<file path="src/sv/blde_pkg.sv">
package blde_pkg;

	localparam int CAPACITY_DEF = 64;

	localparam int OP_W    = 3;
	localparam int DATA_W  = 32;
	localparam int STAT_W  = 3;
	localparam int TOTAL_W = 7;

	localparam logic [OP_W-1:0] OP_APPEND     = 3'd0;
	localparam logic [OP_W-1:0] OP_DEL_FIRST  = 3'd1;
	localparam logic [OP_W-1:0] OP_DEL_LAST   = 3'd2;
	localparam logic [OP_W-1:0] OP_DEL_AFTER  = 3'd3;
	localparam logic [OP_W-1:0] OP_DEL_BEFORE = 3'd4;
	localparam logic [OP_W-1:0] OP_READ_OUT   = 3'd5;

	localparam logic [STAT_W-1:0] ST_OK      = 3'd0;
	localparam logic [STAT_W-1:0] ST_EMPTY   = 3'd1;
	localparam logic [STAT_W-1:0] ST_NOKEY   = 3'd2;
	localparam logic [STAT_W-1:0] ST_NONEIGH = 3'd3;
	localparam logic [STAT_W-1:0] ST_FULL    = 3'd4;

endpackage

</file>
<file path="src/sv/blde_if.sv">
interface blde_in_if;
	logic                                  valid;
	logic                                  ready;
	logic        [blde_pkg::OP_W-1:0]      op;
	logic signed [blde_pkg::DATA_W-1:0]    value;

	modport source (output valid, output op, output value, input ready);
	modport sink (input valid, input op, input value, output ready);
endinterface

interface blde_out_if;
	logic                                  valid;
	logic                                  ready;
	logic        [blde_pkg::STAT_W-1:0]    status;
	logic signed [blde_pkg::DATA_W-1:0]    data_out;
	logic                                  last;
	logic        [blde_pkg::TOTAL_W-1:0]   entry_total;

	modport source (output valid, output status, output data_out, output last,
		output entry_total, input ready);
	modport sink (input valid, input status, input data_out, input last,
		input entry_total, output ready);
endinterface

</file>
<file path="src/sv/bounded_list_delete_engine_top.sv">
// Append, delete last and unused op codes: result word loaded in the result state; the
// next request is taken only once the engine is back in idle. Delete first: a shift;
// delete after/before key: a search through the single memory read port, then a shift.
// Read out: one word per cycle while the output register is free, then back to idle.
// Reset clears the entry count and control state; the value memory is not
// cleared and needs no clearing pass.
module bounded_list_delete_engine_top #(
	parameter int CAPACITY = blde_pkg::CAPACITY_DEF
) (
	input  logic              clk,
	input  logic              arst_n,
	blde_in_if.sink           req,
	blde_out_if.source        rsp
);

	localparam int AW = (CAPACITY > 1) ? $clog2(CAPACITY) : 1;
	localparam int CW = $clog2(CAPACITY + 1);
	localparam int DW = blde_pkg::DATA_W;

	localparam logic [2:0] S_IDLE   = 3'd0;
	localparam logic [2:0] S_SEARCH = 3'd1;
	localparam logic [2:0] S_SHIFT  = 3'd2;
	localparam logic [2:0] S_DUMP   = 3'd3;
	localparam logic [2:0] S_RESULT = 3'd4;

	logic [2:0]                     state_q;
	logic [CW-1:0]                  count_q;
	logic [CW-1:0]                  idx_q;
	logic [blde_pkg::OP_W-1:0]      op_q;
	logic [DW-1:0]                  key_q;
	logic [blde_pkg::STAT_W-1:0]    res_q;
	logic                           rv_s1;
	logic [AW-1:0]                  addr_s1;

	logic                           out_valid_q;
	logic [blde_pkg::STAT_W-1:0]    out_status_q;
	logic [DW-1:0]                  out_data_q;
	logic                           out_last_q;
	logic [blde_pkg::TOTAL_W-1:0]   out_total_q;

	logic                           accept;
	logic                           slot_free;
	logic                           hit;
	logic                           emit;
	logic                           rd_issue;
	logic                           mem_we;
	logic [AW-1:0]                  mem_waddr;
	logic [DW-1:0]                  mem_wdata;
	logic [DW-1:0]                  mem_rdata;
	logic                           out_load;
	logic [blde_pkg::STAT_W-1:0]    out_status_d;
	logic [DW-1:0]                  out_data_d;
	logic                           out_last_d;
	logic                           is_full;
	logic                           is_empty;
	logic [AW-1:0]                  last_addr;

	blde_ram #(
		.WIDTH (DW),
		.DEPTH (CAPACITY)
	) u_store (
		.clk   (clk),
		.we    (mem_we),
		.waddr (mem_waddr),
		.wdata (mem_wdata),
		.re    (rd_issue),
		.raddr (idx_q[AW-1:0]),
		.rdata (mem_rdata)
	);

	assign req.ready = (state_q == S_IDLE);
	assign accept    = req.valid && req.ready;
	assign slot_free = !out_valid_q || rsp.ready;
	assign hit       = rv_s1 && (mem_rdata == key_q);
	assign is_full   = (count_q >= CW'(CAPACITY));
	assign is_empty  = (count_q == '0);
	assign last_addr = AW'(count_q - CW'(1));
	assign emit      = (state_q == S_DUMP) && rv_s1 && slot_free;

	always_comb begin
		rd_issue     = 1'b0;
		mem_we       = 1'b0;
		mem_waddr    = count_q[AW-1:0];
		mem_wdata    = req.value;
		out_load     = 1'b0;
		out_status_d = res_q;
		out_data_d   = '0;
		out_last_d   = 1'b1;
		case (state_q)
			S_IDLE: begin
				mem_we = accept && (req.op == blde_pkg::OP_APPEND) && !is_full;
			end
			S_SEARCH: begin
				rd_issue = (idx_q < count_q) && !hit;
			end
			S_SHIFT: begin
				rd_issue  = (idx_q < count_q);
				mem_we    = rv_s1;
				mem_waddr = addr_s1 - AW'(1);
				mem_wdata = mem_rdata;
			end
			S_DUMP: begin
				rd_issue     = (idx_q < count_q) && (!rv_s1 || emit);
				out_load     = emit;
				out_status_d = blde_pkg::ST_OK;
				out_data_d   = mem_rdata;
				out_last_d   = (addr_s1 == last_addr);
			end
			S_RESULT: begin
				out_load = slot_free;
			end
			default: begin
			end
		endcase
	end

	always_ff @(posedge clk or negedge arst_n) begin
		if (!arst_n) begin
			state_q <= S_IDLE;
			count_q <= '0;
			idx_q   <= '0;
			rv_s1   <= 1'b0;
		end else begin
			if (rd_issue) begin
				idx_q   <= idx_q + CW'(1);
				addr_s1 <= idx_q[AW-1:0];
			end
			case (state_q)
				S_IDLE: begin
					rv_s1 <= 1'b0;
					if (accept) begin
						op_q  <= req.op;
						key_q <= req.value;
						res_q <= blde_pkg::ST_OK;
						idx_q <= '0;
						state_q <= S_RESULT;
						case (req.op)
							blde_pkg::OP_APPEND: begin
								if (is_full) begin
									res_q <= blde_pkg::ST_FULL;
								end else begin
									count_q <= count_q + CW'(1);
								end
							end
							blde_pkg::OP_DEL_FIRST: begin
								if (is_empty) begin
									res_q <= blde_pkg::ST_EMPTY;
								end else begin
									idx_q   <= CW'(1);
									state_q <= S_SHIFT;
								end
							end
							blde_pkg::OP_DEL_LAST: begin
								if (is_empty) begin
									res_q <= blde_pkg::ST_EMPTY;
								end else begin
									count_q <= count_q - CW'(1);
								end
							end
							blde_pkg::OP_DEL_AFTER, blde_pkg::OP_DEL_BEFORE: begin
								if (is_empty) begin
									res_q <= blde_pkg::ST_EMPTY;
								end else begin
									state_q <= S_SEARCH;
								end
							end
							blde_pkg::OP_READ_OUT: begin
								if (is_empty) begin
									res_q <= blde_pkg::ST_EMPTY;
								end else begin
									state_q <= S_DUMP;
								end
							end
							default: begin
							end
						endcase
					end
				end
				S_SEARCH: begin
					rv_s1 <= rd_issue;
					if (hit) begin
						rv_s1 <= 1'b0;
						if (op_q == blde_pkg::OP_DEL_AFTER) begin
							if (CW'(addr_s1) + CW'(1) >= count_q) begin
								res_q   <= blde_pkg::ST_NONEIGH;
								state_q <= S_RESULT;
							end else begin
								idx_q   <= CW'(addr_s1) + CW'(2);
								state_q <= S_SHIFT;
							end
						end else begin
							if (addr_s1 == '0) begin
								res_q   <= blde_pkg::ST_NONEIGH;
								state_q <= S_RESULT;
							end else begin
								idx_q   <= CW'(addr_s1);
								state_q <= S_SHIFT;
							end
						end
					end else if (!rv_s1 && !rd_issue) begin
						res_q   <= blde_pkg::ST_NOKEY;
						state_q <= S_RESULT;
					end
				end
				S_SHIFT: begin
					rv_s1 <= rd_issue;
					if (!rd_issue && !rv_s1) begin
						count_q <= count_q - CW'(1);
						state_q <= S_RESULT;
					end
				end
				S_DUMP: begin
					rv_s1 <= rd_issue || (rv_s1 && !emit);
					if (emit && out_last_d) begin
						state_q <= S_IDLE;
					end
				end
				S_RESULT: begin
					if (slot_free) begin
						state_q <= S_IDLE;
					end
				end
				default: begin
					state_q <= S_IDLE;
				end
			endcase
		end
	end

	// output word register
	always_ff @(posedge clk or negedge arst_n) begin
		if (!arst_n) begin
			out_valid_q <= 1'b0;
		end else if (out_load) begin
			out_valid_q <= 1'b1;
		end else if (rsp.ready) begin
			out_valid_q <= 1'b0;
		end
	end

	always_ff @(posedge clk) begin
		if (out_load) begin
			out_status_q <= out_status_d;
			out_data_q   <= out_data_d;
			out_last_q   <= out_last_d;
			out_total_q  <= blde_pkg::TOTAL_W'(count_q);
		end
	end

	assign rsp.valid       = out_valid_q;
	assign rsp.status      = out_status_q;
	assign rsp.data_out    = out_data_q;
	assign rsp.last        = out_last_q;
	assign rsp.entry_total = out_total_q;

`ifndef NO_ASSERTIONS
	a_count_bound: assert property (@(posedge clk) disable iff (!arst_n)
		count_q <= CW'(CAPACITY))
		else $error("entry count exceeds capacity");

	a_count_step: assert property (@(posedge clk) disable iff (!arst_n)
		count_q != $past(count_q) |->
			(count_q == $past(count_q) + CW'(1)) || (count_q + CW'(1) == $past(count_q)))
		else $error("entry count moved by more than one");

	a_write_range: assert property (@(posedge clk) disable iff (!arst_n)
		mem_we |-> CW'(mem_waddr) <= count_q)
		else $error("store written beyond the list end");

	a_dump_no_write: assert property (@(posedge clk) disable iff (!arst_n)
		state_q == S_DUMP |-> !mem_we)
		else $error("store written during read out");

	a_last_to_idle: assert property (@(posedge clk) disable iff (!arst_n)
		out_load && out_last_d |=> state_q == S_IDLE)
		else $error("final word loaded but engine not idle");
`endif

endmodule

</file>
<file path="src/sv/blde_ram.sv">
module blde_ram #(
	parameter int WIDTH = 32,
	parameter int DEPTH = 64,
	localparam int AW = (DEPTH > 1) ? $clog2(DEPTH) : 1
) (
	input  logic             clk,
	input  logic             we,
	input  logic [AW-1:0]    waddr,
	input  logic [WIDTH-1:0] wdata,
	input  logic             re,
	input  logic [AW-1:0]    raddr,
	output logic [WIDTH-1:0] rdata
);

	logic [WIDTH-1:0] mem_q [DEPTH];
	logic [WIDTH-1:0] rdata_q;

	always_ff @(posedge clk) begin
		if (we) begin
			mem_q[waddr] <= wdata;
		end
		if (re) begin
			rdata_q <= mem_q[raddr];
		end
	end

	assign rdata = rdata_q;

endmodule

</file>
<file path="src/flat_wrapper.sv">
// flat-port wrapper written by rule: the top's interface ports become plain ports
module bounded_list_delete_engine_top_flat 
#(
	parameter int CAPACITY = blde_pkg::CAPACITY_DEF
)
  (clk, arst_n, req_valid, req_op, req_value, req_ready, rsp_valid, rsp_status, rsp_data_out, rsp_last, rsp_entry_total, rsp_ready);
  blde_in_if req_i ();
  blde_out_if rsp_i ();
  input  logic clk;
  input  logic arst_n;
  input wire logic [$bits(req_i.valid)-1:0] req_valid;
  input wire logic [$bits(req_i.op)-1:0] req_op;
  input wire logic [$bits(req_i.value)-1:0] req_value;
  output wire logic [$bits(req_i.ready)-1:0] req_ready;
  output wire logic [$bits(rsp_i.valid)-1:0] rsp_valid;
  output wire logic [$bits(rsp_i.status)-1:0] rsp_status;
  output wire logic [$bits(rsp_i.data_out)-1:0] rsp_data_out;
  output wire logic [$bits(rsp_i.last)-1:0] rsp_last;
  output wire logic [$bits(rsp_i.entry_total)-1:0] rsp_entry_total;
  input wire logic [$bits(rsp_i.ready)-1:0] rsp_ready;
  assign req_i.valid = req_valid;
  assign req_i.op = req_op;
  assign req_i.value = req_value;
  assign req_ready = req_i.ready;
  assign rsp_valid = rsp_i.valid;
  assign rsp_status = rsp_i.status;
  assign rsp_data_out = rsp_i.data_out;
  assign rsp_last = rsp_i.last;
  assign rsp_entry_total = rsp_i.entry_total;
  assign rsp_i.ready = rsp_ready;
  bounded_list_delete_engine_top #(.CAPACITY(CAPACITY)) u_core (.clk(clk), .arst_n(arst_n), .req(req_i), .rsp(rsp_i));
endmodule
</file>
<file path="config.mk">
export PLATFORM = sky130hd
export DESIGN_NAME = bounded_list_delete_engine_top_flat
export DESIGN_NICKNAME = d
export VERILOG_FILES = /design/src/sv/blde_pkg.sv /design/src/sv/blde_if.sv /design/src/sv/bounded_list_delete_engine_top.sv /design/src/sv/blde_ram.sv /design/src/flat_wrapper.sv
export SDC_FILE = /design/constraint.sdc
export NUM_CORES = 2
export LEC_CHECK = 0
export BUFFER_PORTS_ARGS = -buffer_cell sky130_fd_sc_hd__buf_2
export CAP_MARGIN = 20
export CELL_PAD_IN_SITES_DETAIL_PLACEMENT = 1
export CELL_PAD_IN_SITES_GLOBAL_PLACEMENT = 2
export CORE_MARGIN = 2
export CORE_UTILIZATION = 46
export DETAILED_ROUTE_END_ITERATION = 10
export GPL_TIMING_DRIVEN = 0
export PLACE_DENSITY = 0.82
export SKIP_CTS_REPAIR_TIMING = 1
export SLEW_MARGIN = 10
export SYNTH_ARGS = -nofsm -noshare
export SYNTH_HDL_FRONTEND = slang
export SYNTH_SLANG_ARGS = --single-unit
</file>
<file path="constraint.sdc">
create_clock -name clk -period 3.6 [get_ports clk]
set_input_delay 0.36 -clock clk [delete_from_list [all_inputs] [get_ports clk]]
set_output_delay 0.36 -clock clk [all_outputs]
set_load 0.02 [all_outputs]
</file>
After elaboration in Yosys (flattened, before gate mapping)
Memories as Yosys holds them, arrays and structs flattened. A register that Yosys moved wholly into a read port is not among the register bits.
Cells that the tools add are included.
{"block": "totals", "register_bits": 106, "ramBits": 2048, "in_bits": 39, "out_inout_bits": 45, "wordCells": 130, "n_memories": 1}
{"block": "classes", "addsub": 6, "n_lt_le_gt_ge": 3, "n_eq_ne": 22, "n_mux": 50, "n_reduce_logical": 35}
{"memory": "u_core.u_store.mem_q", "depth": 64, "width": 32, "rd": 1, "rd_clocked_by_memory_dff": 1, "wr": 1, "line_no": "blde_ram.sv:15", "rtl": "logic [WIDTH-1:0] mem_q [DEPTH];"}
{"op": "7-bit two-way mux", "count": 11}
{"op": "3-bit two-way mux", "count": 18}
{"op": "7-bit one-hot mux with 2 select lines", "count": 3}
{"op": "32-bit equality test", "count": 1}
{"op": "32-bit two-way mux", "count": 1}
{"op": "3-bit by 2-bit equality test with 1-bit output (second input constant)", "count": 5}
{"op": "3-bit one-hot mux with 5 select lines", "count": 1}
{"op": "7-bit by 1-bit adder with 7-bit output (second input constant)", "count": 2}
{"op": "3-bit one-hot mux with 2 select lines", "count": 2}
{"op": "6-bit AND reduction", "count": 2}
{"op": "1-bit logical AND", "count": 11}
{"op": "3-bit equality test (second input constant)", "count": 3}
{"op": "3-bit != test (second input constant)", "count": 3}
{"op": "3-bit one-hot mux with 3 select lines", "count": 1}
{"op": "1-bit two-way mux", "count": 8}
{"op": "4-bit != test (second input constant)", "count": 2}
{"op": "6-bit by 1-bit adder with 7-bit output (second input constant)", "count": 1}
{"op": "6-bit by 2-bit adder with 7-bit output (second input constant)", "count": 1}
{"op": "7-bit >= comparator", "count": 1}
{"op": "7-bit >= comparator (second input constant)", "count": 1}
{"op": "7-bit logical NOT", "count": 1}
{"op": "7-bit less-than comparator", "count": 1}
{"op": "7-bit by 1-bit subtractor with 7-bit output (second input constant)", "count": 1}
{"op": "3-bit by 1-bit equality test with 1-bit output (second input constant)", "count": 2}
{"op": "19 further kinds", "count": 33}

Longest topological paths before layout
{"block": "depth", "depth_word": 11, "mapped_depth": 12, "depth_no_buf": 12}

Cells and area by module
A second synthesis with hierarchy kept.
{"block": "unflattened", "cells_unflattened": 3832, "hier_area_um2": 84812.6}
{"mod": "blde_ram", "n_inst": 1, "cells_per_inst": 3324, "area_each_um2": 78835.6, "seq_area_each_um2": 62459.9}
{"mod": "bounded_list_delete_engine_top", "n_inst": 1, "cells_per_inst": 508, "area_each_um2": 5977.0, "seq_area_each_um2": 3088.0}

Worst setup path before layout
Ideal clock, no wire load.
{"block": "synth_timing", "kind": "register to register", "startpoint": "register u_core.state_q[1]", "endpoint": "register u_core.out_data_q[0], in the netlist u_core.rsp.data_out[0] (enable)", "setup_time_ns": 0.458, "arrival_ns": 3.330, "required_ns": 3.142, "slack_ns": -0.188, "path_stages_with_launch": 6, "n_path_buf": 1, "synth_period_minus_slack_ns": 3.788, "path_cell_list": "dfrtp_1 -> clkbuf_1 -> nand2_1 -> nor2_1 -> a22oi_1 -> a21oi_1"}
{"block": "synth_via", "elab_chain_len": 4, "elab_cells_between_ends": 5, "cone_classes": "eq/ne: 2; mux: 1; reduce/logical: 2"}
{"item": "start: declaration", "line_no": "bounded_list_delete_engine_top.sv:26", "rtl": "logic [2:0] state_q;"}
{"item": "start signal: assignment", "line_no": "bounded_list_delete_engine_top.sv:119", "rtl": "state_q <= S_IDLE;"}
{"item": "start signal: assignment", "line_no": "bounded_list_delete_engine_top.sv:136", "rtl": "state_q <= S_RESULT;"}
{"item": "start signal: assignment", "line_no": "bounded_list_delete_engine_top.sv:150", "rtl": "state_q <= S_SHIFT;"}
{"item": "3-bit by 2-bit equality test with 1-bit output", "line_no": "bounded_list_delete_engine_top.sv:78, bounded_list_delete_engine_top.sv:89"}
{"item": "1-bit logical AND (2 in series)", "line_no": "bounded_list_delete_engine_top.sv:78", "rtl": "assign emit = (state_q == S_DUMP) && rv_s1 && slot_free;"}
{"item": "1-bit one-hot mux with 2 select lines (*)", "line_no": "bounded_list_delete_engine_top.sv:89", "rtl": "case (state_q)"}
{"item": "via u_core.out_load", "line_no": "bounded_list_delete_engine_top.sv:50", "rtl": "logic out_load;"}
{"item": "end signal: assignment", "line_no": "bounded_list_delete_engine_top.sv:244", "rtl": "out_data_q <= out_data_d;"}
{"item": "end: declaration", "line_no": "bounded_list_delete_engine_top.sv:37", "rtl": "logic [DW-1:0] out_data_q;"}
Mark *: on every way through the listed nets, which the timed path passes. The rest lies on a longest branch.
A chain may end at the register's enable or synchronous reset.

Final worst setup path
{"block": "layout_timing", "startpoint": "register u_core.u_store.rdata_q[17], in the netlist u_core.u_store.rdata[17], read port of u_core.u_store.mem_q", "endpoint": "register u_core.idx_q[1]"}
{"block": "layout_via", "elab_chain_len": 10, "elab_cells_between_ends": 12, "cone_classes": "eq/ne: 1; mux: 8; reduce/logical: 3"}
{"item": "start: declaration", "line_no": "blde_ram.sv:16", "rtl": "logic [WIDTH-1:0] rdata_q;"}
{"item": "32-bit equality test (*)", "line_no": "bounded_list_delete_engine_top.sv:74", "rtl": "assign hit = rv_s1 && (mem_rdata == key_q);"}
{"item": "1-bit logical AND (*)", "line_no": "bounded_list_delete_engine_top.sv:74"}
{"item": "1-bit logical NOT", "line_no": "bounded_list_delete_engine_top.sv:94", "rtl": "rd_issue = (idx_q < count_q) && !hit;"}
{"item": "1-bit logical AND", "line_no": "bounded_list_delete_engine_top.sv:94"}
{"item": "1-bit one-hot mux with 3 select lines", "line_no": "bounded_list_delete_engine_top.sv:89"}
{"item": "7-bit two-way mux", "line_no": "bounded_list_delete_engine_top.sv:124", "rtl": "if (rd_issue) begin"}
{"item": "7-bit two-way mux (on tied branches)", "line_no": "bounded_list_delete_engine_top.sv:192, bounded_list_delete_engine_top.sv:184"}
{"item": "7-bit two-way mux", "line_no": "bounded_list_delete_engine_top.sv:183", "rtl": "if (op_q == blde_pkg::OP_DEL_AFTER) begin"}
{"item": "7-bit two-way mux", "line_no": "bounded_list_delete_engine_top.sv:181", "rtl": "if (hit) begin"}
{"item": "7-bit one-hot mux with 2 select lines (*)", "line_no": "bounded_list_delete_engine_top.sv:128", "rtl": "case (state_q)"}
{"item": "end signal: assignment", "line_no": "bounded_list_delete_engine_top.sv:125", "rtl": "idx_q <= idx_q + CW'(1);"}
{"item": "end signal: assignment", "line_no": "bounded_list_delete_engine_top.sv:188", "rtl": "idx_q <= CW'(addr_s1) + CW'(2);"}
{"item": "end signal: assignment", "line_no": "bounded_list_delete_engine_top.sv:196", "rtl": "idx_q <= CW'(addr_s1);"}
{"item": "end: declaration", "line_no": "bounded_list_delete_engine_top.sv:28", "rtl": "logic [CW-1:0] idx_q;"}
Mark *: on every way between the ends. The rest lies on a longest branch, timed or not.

==> flow_summary.toml <==
[floorplan]
dieArea_um2 = 187100
num_io_pins = 84
start_util = 0.4621
dieWidth_um = 432.6
core_um2 = 182900
die-height_um = 432.6
rows = 157

[placement]
port_buffers = 83
gp_congestion = 0.8830
dpl.hpwl_um = 164300
placed_cells = 6225

[outcome]
outcome = "complete, but fails checks"
failed_checks = "setup timing"

[detailed_routing]
vias_per_cell = 6.461
final_antenna_net_count = 0
vias = 44230
drt_wl_total_um = 271500
drt_iter0_drc = 7211
wire_per_inst_um = 39.66
drc = 0
dr.pass1.iters = 6

[hold_path]
holdCritPathClass = "primary input to async pin"

[synthesis]
async_flop_share = 0.008692
yosys_warnings = 0
synth.avg_cell_area_um2 = 23.60
yosysTopAreaCell = "edfxtp_1"
netlist.area_leader.share = 0.7701
synth_nets = 3641
synth_common_cells = "2,167 x edfxtp_1, 672 x mux4_2, 144 x nand2_1, 122 x clkbuf_1, 102 x nor2_1"
ys_ff_latch = 2186
netlist_top_cells_area = "edfxtp_1 77%, mux4_2 18%, nand2_1 0.64%"
syn_inst = 3580
ys_seq_area_frac = 0.7757
ys_types = 63
synth-edff-count = 2167
yosysMostFrequentCell = "edfxtp_1"
synthesis.area_um2 = 84500
ys.flop_type = "edfxtp_1"

[clock_network]
numCtsBuffers = 210
clkSinkCount = 2186
htree_levels = 4
clock-root-buffer = "clkbuf_16"
cts_buffer_depth = 3
clk_pin_slew_ns = 0.07
insertion_delay_ns = 0.89
cts_tree = "built"

[grt]
met1_usage = 0.3448
busiest_layer = "met2"
grt_pass1_wl_um = 345700
grt_use_met2 = 0.4291
antenna_found_initial = 27
use_met3 = 0.06413
track_usage = 0.2698
grt_pass1_vias = 43090
grt_max_degree = 65
grt_overflow = 0

[sta]
finalClockSkew_ns = 0.05531
period_share = 1.073
finalCriticalPeriod_ns = 3.864
rsz0062_at_grt = "yes"
setup_ws_ns = -0.2644
setup_viol = 28
slew_headroom = 0.04405
tightest_slew_ns = 1.421
hold_viol_final = 0
max_freq_mhz = 258.8
maxSlewViolCount = 0

[critical_path]
cp.required_ns = 4.35
critPathArrivalTime_ns = 4.61
crit_start = "u_core.u_store.rdata[17]"
r2r-end = "u_core.idx_q[1]"
path_class = "flop to flop"
cp_max_fo = 40
endpoint = "u_core.idx_q[1]"
crit_chain = "xor2_1 -> nor4_1 -> nand4b_1 -> o31ai_4 -> inv_6 -> mux2_4 -> o21ai_2 -> nand3_1"
critPathSlowestCell = "nor4_1"
startpoint_type = "flop"
cp_slowest_stage_delay_ns = 1.18
r2r_slack_ns = -0.26
r2r_cells = 8
crit_path_end_kind = "flop"
r2r_start = "u_core.u_store.rdata[17]"

[final_layout]
nets = 4239
post-route-util = 0.5507
area_growth_pct = 19.18
drive_above_1_share = 0.3685
multi_input_area_um2 = 19080
n_fill_cell = 15420
seq_area_um2 = 65550
fin_cells = 6846

[pwr]
ir_worst_vdd_mv = 0.4923
p_leak_nw = 31.43
p_per_area_nw_per_um2 = 668.5

[run]
cap_violations = 0
[cell type report]
class	instances	share of cell area
Antenna cell	18	0.0004472
Buffer	175	0.009169
Clock buffer	252	0.05490
Clock inverter	146	0.01738
Inverter	17	0.0006833
Multi-Input combinational cell	1202	0.1894
Sequential cell	2186	0.6509
Tap cell	2464	0.03061
Timing Repair Buffer	386	0.04653
[worst max-delay path: cells and delay by family, from the launching register on]
family          cells  cell delay [ns]
compound gates      2             0.60
xor+xnor            1             0.35
buf+inv             1             0.31
flops               1             0.47
mux                 1             0.41
simple gates        3             1.59
[sequential cells by signal, summed over array words and instances, names as in the netlist]
name / count
u_core.key_q: 32
u_core.rsp.status: 3
u_core.u_store.mem_q: 2048
u_core.count_q: 7
u_core.rsp.last: 1
u_core.addr_s1: 6
u_core.idx_q: 7
u_core.rsp.valid: 1
u_core.rsp.data_out: 32
u_core.op_q: 3
u_core.res_q: 3
u_core.rv_s1: 1
u_core.state_q: 3
u_core.u_store.rdata: 32
u_core.rsp.entry_total: 7
[cell usage in the layout, fill, tap and decap left out, types with 15 or more instances in the layout]
| cell | instances |
|---|---|
| mux4_2 | 672 |
| clkbuf_4 | 30 |
| ha_1 | 22 |
| buf_2 | 97 |
| clkbuf_2 | 59 |
| xor2_1 | 23 |
| dfrtp_1 | 18 |
| a21oi_1 | 15 |
| clkbuf_16 | 215 |
| buf_6 | 15 |
| clkbuf_1 | 86 |
| nor2_4 | 65 |
| dlygate4sd3_1 | 37 |
| and2_1 | 34 |
| clkinv_2 | 48 |
| buf_8 | 19 |
| clkinv_1 | 30 |
| nand3_1 | 17 |
| nand2_1 | 96 |
| inv_1 | 15 |
| buf_4 | 121 |
| buf_16 | 23 |
| nor2_1 | 36 |
| diode_2 | 18 |
| nand2_4 | 18 |
| xnor2_1 | 34 |
| nand2_2 | 23 |
| bufinv_16 | 36 |
| buf_12 | 100 |
| edfxtp_1 | 2167 |
[logic make-up after synthesis]
kind of cell             count (synthesis)  share of synthesized area
flip-flops                            2186                     0.7757
adder cells (fa/ha/maj)                 22                   0.003257
AO/OA/AOI/OAI                           75                   0.006293
XOR/XNOR                                60                   0.006219
buffers and inverters                  193                   0.009017
AND/OR/NAND/NOR                        370                    0.02012
multiplexers                           674                     0.1794
[worst min-delay path by stage]
stage	end	cells after the start
6_report	u_core.state_q[2]	2
5_1_grt	u_core.count_q[2]	2
4_1_cts	u_core.state_q[2]	1
3_5_place_dp	u_core.count_q[4]	1
3_3_place_gp	u_core.count_q[4]	1
2_1_floorplan	u_core.count_q[0]	0
[where the power goes]
group / switching, mW / internal (mW) / leakage (nW)
Sequential: 0.407 / 29.6 / 19.8
Combinational: 8.62 / 4.96 / 8.12
Clock: 10.1 / 13.6 / 3.56
[per-stage QoR]
stage	setup slack (ns)	hold WS [ns]	setup TNS (ns)	power [mW]	area [um^2]
finish	-0.2644	0.03463	-2.472	67.32	100700
floorplan	-0.07099	0.06441	-67.79	37.73	84510
global placement	-2.823	0.3827	-7377.38	42.36	88000
CTS	-1.374	-0.5693	-1912.32	66.26	97990
global route	-0.2624	0.06796	-19.76	68.61	100700
detailed placement	-1.310	0.3785	-1640.43	43.12	90710
[routing by layer]
layer,vias to the layer above,part of all wire
met2,3437,0.48
met4,20,0.074
li1,16520,-
met1,23490,0.34
met3,766,0.11
met5,-,0.00046
Note: power is estimated with default switching activity, not from simulation.
